$ cat src/rtl/bfc_pkg.sv
// Types, constants and helper functions for the byte ring FIFO with packet flow control.
// Depends on nothing; the controller, the top level and the bench refer to it by scoped names.
`default_nettype none

package bfc_pkg;

	localparam int DEPTH  = 256;
	localparam int PTR_W  = $clog2(DEPTH);
	localparam int CNT_W  = $clog2(DEPTH);

	localparam logic [PTR_W-1:0] PTR_LAST = PTR_W'(DEPTH - 1);
	localparam logic [CNT_W-1:0] FILL_MAX = CNT_W'(DEPTH - 1);

	localparam logic [7:0] MAX_PACKET_RESET = 8'd64;

	localparam logic [1:0] FUNC_PUSH = 2'd0;
	localparam logic [1:0] FUNC_POP  = 2'd1;
	localparam logic [1:0] FUNC_ZLP  = 2'd2;

	typedef struct packed {
		logic [1:0] func;
		logic [7:0] data_byte;
		logic       last_of_burst;
	} in_item_t;

	typedef struct packed {
		logic [7:0] read_data;
		logic       read_valid;
		logic       rearm;
		logic       overflow;
		logic [7:0] fill_count;
		logic [7:0] free_space;
		logic       end_of_file;
	} out_item_t;

	// Request from the controller to the byte store
	typedef struct packed {
		logic             we;
		logic [PTR_W-1:0] waddr;
		logic [7:0]       wdata;
		logic             re;
		logic [PTR_W-1:0] raddr;
	} ram_req_t;

	// Result fields known at acceptance; read data joins from the store's registered read port
	typedef struct packed {
		logic       read_valid;
		logic       rearm;
		logic       overflow;
		logic [7:0] fill_count;
		logic [7:0] free_space;
		logic       end_of_file;
	} step_res_t;

	function automatic logic [7:0] sat8(input logic [CNT_W-1:0] v);
		logic [31:0] w;
		w = 32'(v);
		return (w > 32'd255) ? 8'hFF : w[7:0];
	endfunction

	function automatic logic [PTR_W-1:0] ptr_inc(input logic [PTR_W-1:0] p);
		return (p == PTR_LAST) ? '0 : p + PTR_W'(1);
	endfunction

endpackage

`default_nettype wire

$ cat src/rtl/byte_ring_fifo_with_packet_flow_control_unit.sv
// Top level of the byte ring FIFO with packet flow control.
// Depends on bfc_pkg, bfc_ram and bfc_ctrl.
//
// One request is taken per clock cycle, every cycle, as long as the output side keeps up.
// Each request gives one result, passing first through the byte store's registered read
// port, which supplies the popped byte, and then through the output register. The ring
// holds DEPTH-1 bytes, in a synchronous RAM. A push into a full
// ring drops the byte and flags overflow. At the end of each packet, rearm pulses if the
// free space exceeds max_packet; otherwise a release is held until a read burst ends with
// at least max_packet bytes free. The store has no clearing pass after reset. max_packet
// resets to 64 and may be written only while the block is idle.
`default_nettype none

module byte_ring_fifo_with_packet_flow_control_unit (
	input  wire logic               clk,
	input  wire logic               arst_n,
	input  wire logic               in_valid,
	output logic                    in_stall,
	input  wire bfc_pkg::in_item_t  in_item,
	output logic                    out_valid,
	input  wire logic               out_stall,
	output bfc_pkg::out_item_t      out_item,
	input  wire logic               cfg_we,
	input  wire logic [7:0]         cfg_wdata
);

	bfc_pkg::ram_req_t  ram_req;
	bfc_pkg::step_res_t res, res_s1;
	logic [7:0]         rdata;
	logic               s1_v_q, out_v_q, accept, move;

	assign move     = s1_v_q & (~out_v_q | ~out_stall);
	assign in_stall = s1_v_q & ~move;
	assign accept   = in_valid & ~in_stall;

	bfc_ctrl u_ctrl (
		.clk       (clk),
		.arst_n    (arst_n),
		.accept    (accept),
		.item      (in_item),
		.cfg_we    (cfg_we),
		.cfg_wdata (cfg_wdata),
		.ram_req   (ram_req),
		.res       (res)
	);

	bfc_ram #(
		.DEPTH (bfc_pkg::DEPTH),
		.WIDTH (8)
	) u_ram (
		.clk   (clk),
		.we    (ram_req.we),
		.waddr (ram_req.waddr),
		.wdata (ram_req.wdata),
		.re    (ram_req.re),
		.raddr (ram_req.raddr),
		.rdata (rdata)
	);

	always_ff @(posedge clk or negedge arst_n) begin
		if (!arst_n) begin
			s1_v_q  <= 1'b0;
			out_v_q <= 1'b0;
		end else begin
			if (accept) begin
				s1_v_q <= 1'b1;
			end else if (move) begin
				s1_v_q <= 1'b0;
			end
			if (move) begin
				out_v_q <= 1'b1;
			end else if (~out_stall) begin
				out_v_q <= 1'b0;
			end
		end
	end

	always_ff @(posedge clk) begin
		if (accept) begin
			res_s1 <= res;
		end
	end

	// merge the read port's byte with the stored result fields
	always_ff @(posedge clk) begin
		if (move) begin
			out_item.read_data   <= res_s1.read_valid ? rdata : 8'd0;
			out_item.read_valid  <= res_s1.read_valid;
			out_item.rearm       <= res_s1.rearm;
			out_item.overflow    <= res_s1.overflow;
			out_item.fill_count  <= res_s1.fill_count;
			out_item.free_space  <= res_s1.free_space;
			out_item.end_of_file <= res_s1.end_of_file;
		end
	end

	assign out_valid = out_v_q;

`ifndef ASSERT_OFF
	a_accept_fills_s1: assert property (@(posedge clk) disable iff (!arst_n)
		accept |=> s1_v_q)
		else $error("accepted request did not reach the first stage");
	a_stall_needs_s1: assert property (@(posedge clk) disable iff (!arst_n)
		in_stall |-> s1_v_q && out_v_q)
		else $error("input stalled with room in the pipeline");
	a_empty_read_zero: assert property (@(posedge clk) disable iff (!arst_n)
		out_valid && !out_item.read_valid |-> out_item.read_data == 8'd0)
		else $error("read data present without a popped byte");
	a_overflow_full: assert property (@(posedge clk) disable iff (!arst_n)
		out_valid && out_item.overflow |-> out_item.free_space == 8'd0)
		else $error("overflow reported with free space");
`endif

endmodule

`default_nettype wire

$ cat src/rtl/bfc_ram.sv
// Generic single-write, single-read synchronous RAM with registered read data.
// Stand-alone; sized by its parameters.
`default_nettype none

module bfc_ram #(
	parameter int DEPTH = 256,
	parameter int WIDTH = 8,
	parameter int AW    = $clog2(DEPTH)
) (
	input  wire logic             clk,
	input  wire logic             we,
	input  wire logic [AW-1:0]    waddr,
	input  wire logic [WIDTH-1:0] wdata,
	input  wire logic             re,
	input  wire logic [AW-1:0]    raddr,
	output logic      [WIDTH-1:0] rdata
);

	logic [WIDTH-1:0] mem [DEPTH];

	always_ff @(posedge clk) begin
		if (we) begin
			mem[waddr] <= wdata;
		end
	end

	// hold the last read word until the next read
	always_ff @(posedge clk) begin
		if (re) begin
			rdata <= mem[raddr];
		end
	end

endmodule

`default_nettype wire

$ cat src/rtl/bfc_ctrl.sv
// Pointer, fill and flow-control state of the ring; issues byte store requests.
// Depends on bfc_pkg.
`default_nettype none

module bfc_ctrl (
	input  wire logic                clk,
	input  wire logic                arst_n,
	input  wire logic                accept,
	input  wire bfc_pkg::in_item_t   item,
	input  wire logic                cfg_we,
	input  wire logic [7:0]          cfg_wdata,
	output bfc_pkg::ram_req_t        ram_req,
	output bfc_pkg::step_res_t       res
);

	logic [bfc_pkg::PTR_W-1:0] wp_q, rp_q, wp_n, rp_n;
	logic [bfc_pkg::CNT_W-1:0] fill_q, fill_n, free_n;
	logic                      pend_q, pend_n, eof_q, eof_n;
	logic [7:0]                max_q;
	logic                      rearm, ovf, rvalid, we, re;

	always_comb begin
		wp_n   = wp_q;
		rp_n   = rp_q;
		fill_n = fill_q;
		pend_n = pend_q;
		eof_n  = eof_q;
		rearm  = 1'b0;
		ovf    = 1'b0;
		rvalid = 1'b0;
		we     = 1'b0;
		re     = 1'b0;
		free_n = bfc_pkg::FILL_MAX - fill_q;
		case (item.func)
			bfc_pkg::FUNC_PUSH: begin
				if (fill_q == bfc_pkg::FILL_MAX) begin
					ovf = 1'b1;
				end else begin
					we     = 1'b1;
					wp_n   = bfc_pkg::ptr_inc(wp_q);
					fill_n = fill_q + bfc_pkg::CNT_W'(1);
				end
				free_n = bfc_pkg::FILL_MAX - fill_n;
				if (item.last_of_burst) begin
					if (32'(free_n) > 32'(max_q)) begin
						rearm = 1'b1;
					end else begin
						pend_n = 1'b1;
					end
				end
			end
			bfc_pkg::FUNC_POP: begin
				if (fill_q != '0) begin
					re     = 1'b1;
					rvalid = 1'b1;
					rp_n   = bfc_pkg::ptr_inc(rp_q);
					fill_n = fill_q - bfc_pkg::CNT_W'(1);
				end
				free_n = bfc_pkg::FILL_MAX - fill_n;
				// release a held packet once the read burst has made room
				if (item.last_of_burst && pend_q && (32'(free_n) >= 32'(max_q))) begin
					pend_n = 1'b0;
					rearm  = 1'b1;
				end
			end
			bfc_pkg::FUNC_ZLP: begin
				eof_n = 1'b1;
				if (32'(free_n) > 32'(max_q)) begin
					rearm = 1'b1;
				end else begin
					pend_n = 1'b1;
				end
			end
			default: begin
			end
		endcase
	end

	always_ff @(posedge clk or negedge arst_n) begin
		if (!arst_n) begin
			wp_q   <= '0;
			rp_q   <= '0;
			fill_q <= '0;
			pend_q <= 1'b0;
			eof_q  <= 1'b0;
			max_q  <= bfc_pkg::MAX_PACKET_RESET;
		end else begin
			if (accept) begin
				wp_q   <= wp_n;
				rp_q   <= rp_n;
				fill_q <= fill_n;
				pend_q <= pend_n;
				eof_q  <= eof_n;
			end
			if (cfg_we) begin
				max_q <= cfg_wdata;
			end
		end
	end

	assign ram_req.we    = accept & we;
	assign ram_req.waddr = wp_q;
	assign ram_req.wdata = item.data_byte;
	assign ram_req.re    = accept & re;
	assign ram_req.raddr = rp_q;

	assign res.read_valid  = rvalid;
	assign res.rearm       = rearm;
	assign res.overflow    = ovf;
	assign res.fill_count  = bfc_pkg::sat8(fill_n);
	assign res.free_space  = bfc_pkg::sat8(free_n);
	assign res.end_of_file = eof_n;

`ifndef ASSERT_OFF
	a_fill_bound: assert property (@(posedge clk) disable iff (!arst_n)
		fill_q <= bfc_pkg::FILL_MAX)
		else $error("fill count beyond ring capacity");
	a_no_write_full: assert property (@(posedge clk) disable iff (!arst_n)
		ram_req.we |-> fill_q != bfc_pkg::FILL_MAX)
		else $error("write into a full ring");
	a_no_read_empty: assert property (@(posedge clk) disable iff (!arst_n)
		ram_req.re |=> fill_q == $past(fill_q) - bfc_pkg::CNT_W'(1))
		else $error("read did not lower the fill count");
`endif

endmodule

`default_nettype wire

$ cat config.mk
export PLATFORM = sky130hd
export DESIGN_NAME = byte_ring_fifo_with_packet_flow_control_unit
export DESIGN_NICKNAME = d
export VERILOG_FILES = /design/src/rtl/bfc_pkg.sv /design/src/rtl/byte_ring_fifo_with_packet_flow_control_unit.sv /design/src/rtl/bfc_ram.sv /design/src/rtl/bfc_ctrl.sv
export SDC_FILE = /design/constraint.sdc
export NUM_CORES = 2
export LEC_CHECK = 0
export ABC_CLOCK_PERIOD_IN_PS = 3750
export BUFFER_PORTS_ARGS = -buffer_cell sky130_fd_sc_hd__buf_2
export CAP_MARGIN = 20
export CORE_ASPECT_RATIO = 1.25
export CORE_MARGIN = 4
export CORE_UTILIZATION = 35
export CTS_BUF_LIST = sky130_fd_sc_hd__clkbuf_16
export CTS_CLUSTER_SIZE = 10
export DETAILED_ROUTE_END_ITERATION = 10
export PLACE_DENSITY = 0.51
export SKIP_CTS_REPAIR_TIMING = 1
export SYNTH_ARGS = -nofsm -noshare
export SYNTH_HDL_FRONTEND = slang
export SYNTH_HIERARCHICAL = 1
export SYNTH_SLANG_ARGS = --single-unit
$ cat constraint.sdc
create_clock -name clk -period 3.75 [get_ports clk]
set_clock_uncertainty 0.15 [all_clocks]
set_input_delay 0.9375 -clock clk [delete_from_list [all_inputs] [get_ports clk]]
set_output_delay 0.9375 -clock clk [all_outputs]
set_load 0.005 [all_outputs]
**Word level (Yosys, flattened, before mapping)**

Memory sizes are Yosys's and may differ from the RTL's. A register that Yosys moved wholly into a read port is not among the register bits.
Cells that the tools add are included.

- Add/sub/neg operators: 7
- Multipliers: 0
- Div/mod/pow operators: 0
- Order comparisons: 3
- Equality and inequality tests: 10
- Shifts and indexed selects: 0
- Mux-type cells: 30
- Bitwise logic cells: 11
- Reduce and logical (&&, ||, !) cells: 9

Operator list:

| kind | number |
|---|---|
| 8-bit 2-to-1 mux | 6 |
| 8-bit one-hot mux with 2 select lines | 2 |
| 8-bit by 1-bit adder with 8-bit output (second input constant) | 3 |
| 8-bit == test (second input constant) | 3 |
| 8-bit subtractor (first input constant) | 3 |
| 1-bit 2-to-1 mux | 20 |
| 8-bit > comparator | 2 |
| 8-bit greater-or-equal comparator | 1 |
| 8-bit nonzero test | 1 |
| 8-bit by 1-bit subtractor with 8-bit output (second input constant) | 1 |
| 2-bit inequality test (second input constant) | 3 |
| 1-bit one-hot mux with 3 select lines | 2 |
| 3-bit AND reduction | 2 |
| 6-bit AND reduction | 1 |
| 1-bit AND | 5 |
| 1-bit inverter | 5 |
| 2-bit by 1-bit inequality test with 1-bit output (second input constant) | 2 |
| 3-bit nonzero test | 1 |
| 2-bit by 1-bit == test with 1-bit output (second input constant) | 1 |
| 2-bit == test (second input constant) | 1 |
| 1-bit logical AND | 2 |
| 2-bit logical NOT | 1 |
| 2-bit nonzero test | 1 |
| 1-bit OR | 1 |

- Bits in registers: 84
- Bits in latches: 0
- Memory bits (writable): 2,048
- ROM bits: 0
- Input port bits: 24
- Output and inout bits: 30
- Word-level logic and storage cells: 92
- Memories kept: 1

Memories:

| name | words | width | read ports | clocked after memory_dff | wr ports | line | source |
|---|---|---|---|---|---|---|---|
| u_ram.mem | 256 | 8 | 1 | 1 | 1 | bfc_ram.sv:19 | `logic [WIDTH-1:0] mem [DEPTH];` |

**Longest topological paths before layout**

- Depth after elaboration: 10
- Mapped depth: 15
- Depth with buffers taken out: 13

**Modules after synthesis**

Netlist, hierarchy kept.

By module, submodules not included:

| module | times used | cells each | area each (sq um) | seq. area each (sq um) |
|---|---|---|---|---|
| bfc_ram | 1 | 3,733 | 79,636.4 | 61,739.2 |
| bfc_ctrl | 1 | 342 | 2,807.7 | 852.1 |
| byte_ring_fifo_with_packet_flow_control_unit | 1 | 64 | 1,584.0 | 1,491.4 |

**Worst setup path before layout**

OpenSTA, ideal clock, no wires.

- Path type: input port to flip-flop
- Start: input out_stall
- End: memory u_ram.mem[234][0], enable pin
- Setup time: 0.370 ns
- Data arrival time: 3.763 ns
- Required time: 3.230 ns
- Setup slack: -0.533 ns
- Stages: 10
- Path through: nand3_2 and2_1 clkbuf_1 nand2_1 nor3b_4 clkbuf_1 buf_1 nand3_1 clkbuf_1 nor2_1

RTL lines:

| element | line | source |
|---|---|---|
| from (decl) | byte_ring_fifo_with_packet_flow_control_unit.sv:21 | `input wire logic out_stall,` |
| to (decl) | bfc_ram.sv:19 |  |

==> flow_summary.ini <==
[floorplanning]
io_pins = 54
start_util = 0.3527
die_y_microns = 555.8
coreArea_sq_um = 238200
die-area_sq_um = 248000
dieWidth_microns = 446.3
num_rows = 200

[synth]
ys.flop_type = edfxtp_1
synth.most_common_cell = edfxtp_1
async_flop_share = 0.01682
ys.warnings.count = 6
synth.distinct_cells = 81
synth_top_area_cell = edfxtp_1
synth_area_per_cell_sq_um = 20.30
synth_edf_count = 2104
syn_nets = 4190
synth_area_sq_um = 84030
synth_seq_cells = 2140
synth.top_cells.by_area = edfxtp_1, mux4_2, mux2i_1
ys_seq_area_frac = 0.7626
syn_inst = 4139
synthTopCellsByCount = edfxtp_1, mux4_2, nor2_1
yosysTopAreaCellShare = 0.7519

[setup_path]
crit_required_ps = 4230
path_max_fanout = 17
r2r_start = u_ctrl/rp_q[0]
worstSetupPathDepth = 9
critPathLaunchType = flip-flop
cp-startpoint = u_ctrl/rp_q[0]
worst-path-buf-inv = 4
reg2reg_setup_slack_ps = 100
cp.arrival_ps = 4130
cp_top_family = buffers and inverters
worstReg2RegEnd = u_ram/rdata[2]
cp_slowest_cell = nor4_1
crit_type = flip-flop to flip-flop
worst_setup_path_end_kind = flip-flop
crit_path_end = u_ram/rdata[2]
reg2reg_depth = 9
crit_chain = buf_12 > buf_12 > buf_4 > mux4_2 > a211oi_1 > nor2_1 > nor4_1 > buf_4 > nor4_2
cp_slowest_stage_delay_ps = 620

[detailed_routing]
post_drt_wl_per_cell_microns = 28.77
drtPass1Iterations = 5
drtIter0Drc = 3568
vias = 42660
drc = 0
via_per_inst = 5.396
wirelength_microns = 227400
route.antenna.remaining_nets = 0

[global_routing]
grt_pass1_vias = 44240
grt_pass1_wl_microns = 326800
overflow = 0
grt_start_max_net_pins = 115
antenna_found_initial = 4
groute.usage.overall = 0.1816

[clock_network]
clock_sinks = 2140
clock-root-buffer = clkbuf_16
worstSkewPairLatency_ps = 880
cts.clk_slew.worst_paths_ps = 60
cts_buffers = 241
clk_path_buf_depth = 4
cts_tree = done
cts_max_level = 4

[run]
cap_violations = 0

[power_and_ir_drop]
vdd_ir_drop_max_v = 0.0004608
p_leak_nw = 31.31
total_power_mw = 60.02
powerDensity_nw_per_um2 = 610.9

[placement]
place_inst = 7580
dp_slack_ps = -208.3
dp_hpwl_microns = 147500
io_buffer_count = 53
place_congestion = 0.8508

[sta]
worst_slack_ps = 97.64
rsz0062_at_grt = false
hold_viol = 0
worst_pin_slew_ps = 908.1
setup_violations = 0
finalMaxSlewViolations = 0
final.min_clock_period_ps = 3652
fin_crit_sh = 0.9740
max_freq_mhz = 273.8
max_slew_margin = 0.3932

[final_layout]
fin_util = 0.4124
stdcell_count = 7906
drive_gt1_frac = 0.3000
fin_nets = 4744
areaGrowthSynthToFinish_pct = 16.93

[status]
outcome = completed

[worst_hold_path]
min_path_type = input port to flip-flop
-- report_power, final --
group / total [mW] / switching (mW) / leakage, nW / internal (mW)
logic: 13.0 / 7.46 / 8.53 / 5.55
clock network: 20.2 / 8.82 / 3.43 / 11.4
registers: 26.8 / 0.304 / 19.4 / 26.5
total: 60.0 / 16.6 / 31.3 / 43.4
-- area by class of cell --
cell class	instances	area [sq um]
flip-flops and latches	2140	64100
inverters	31	116.4
clock inverters	82	410.4
multi-input cells	1711	18690
clock buffers	242	6056
repair buffers	568	4965
well taps	3131	3918
diodes	1	2.502
fillers	21070	140000
-- per-stage QoR --
step           instance area, sq um  setup TNS (ps)  hold WS (ps)
2_1_floorplan                 84280          -257.9         250.3
3_3_place_gp                  91680          -630.0         253.7
3_5_place_dp                  91680          -502.9         254.5
4_1_cts                       98140          -653.6        -85.63
5_1_grt                       98250               0         112.8
6_report                      98250               0         131.6
-- worst min path at each step --
| stage | startpoint | to | depth (start not counted) |
|---|---|---|---|
| detailed placement | res_s1[13] | out_item[13] | 0 |
| global route | cfg_wdata[1] | u_ctrl/max_q[1] | 3 |
| global placement | res_s1[5] | out_item[5] | 0 |
| floorplan | res_s1[0] | out_item[0] | 0 |
| finish | cfg_wdata[7] | u_ctrl/max_q[7] | 3 |
| CTS | arst_n | u_ctrl/fill_q[3] | 1 |
-- metal layers --
layer / vias up / share of wire / global-route usage
met5: - / 0 / 0
met4: 0 / 0.031 / 0.05483
met3: 355 / 0.049 / 0.02586
met2: 1209 / 0.52 / 0.3233
met1: 22920 / 0.40 / 0.2294
li1: 18180 / - / -
-- sequential cells by signal (all words and copies together) (netlist names), 8 cells and up --
name and flops:
u_ram/mem 2048, out_item 28, res_s1 20, u_ctrl/fill_q 8
u_ctrl/max_q 8, u_ctrl/rp_q 8, u_ctrl/wp_q 8, u_ram/rdata 8
-- worst min-delay path, stage by stage --
cell	delay, ps
buf_2	80
nand2_1	40
o21ai_0	60
-- cell families (layout without fill, tap and decap cells) --
family,after synthesis,after routing,synth area share
DFF,2140,2140,0.7626
adders and majority gates,28,28,0.004154
xor gates and xnor gates,14,14,0.001459
AOI/OAI and AO/OA,485,485,0.03958
muxes,597,597,0.1392
other,0,1,0
and+or+nand+nor,587,587,0.03236
buffers and inverters,288,923,0.02064
-- cell usage in the layout (no fill, tap or decap), drive strengths merged, types with 48 or more instances in the layout --
| cell type | netlist | final |
|---|---|---|
| buf | 137 | 567 |
| nor2 | 305 | 305 |
| a21oi | 121 | 121 |
| o21ai | 51 | 51 |
| inv | 27 | 103 |
| mux2i | 136 | 136 |
| edfxtp | 2104 | 2104 |
| mux4 | 456 | 456 |
| o221ai | 50 | 50 |
| clkbuf | 120 | 242 |
| nand2 | 68 | 68 |
| a22oi | 136 | 136 |
| nand3 | 48 | 48 |
Power figures use the tool's default switching activity.
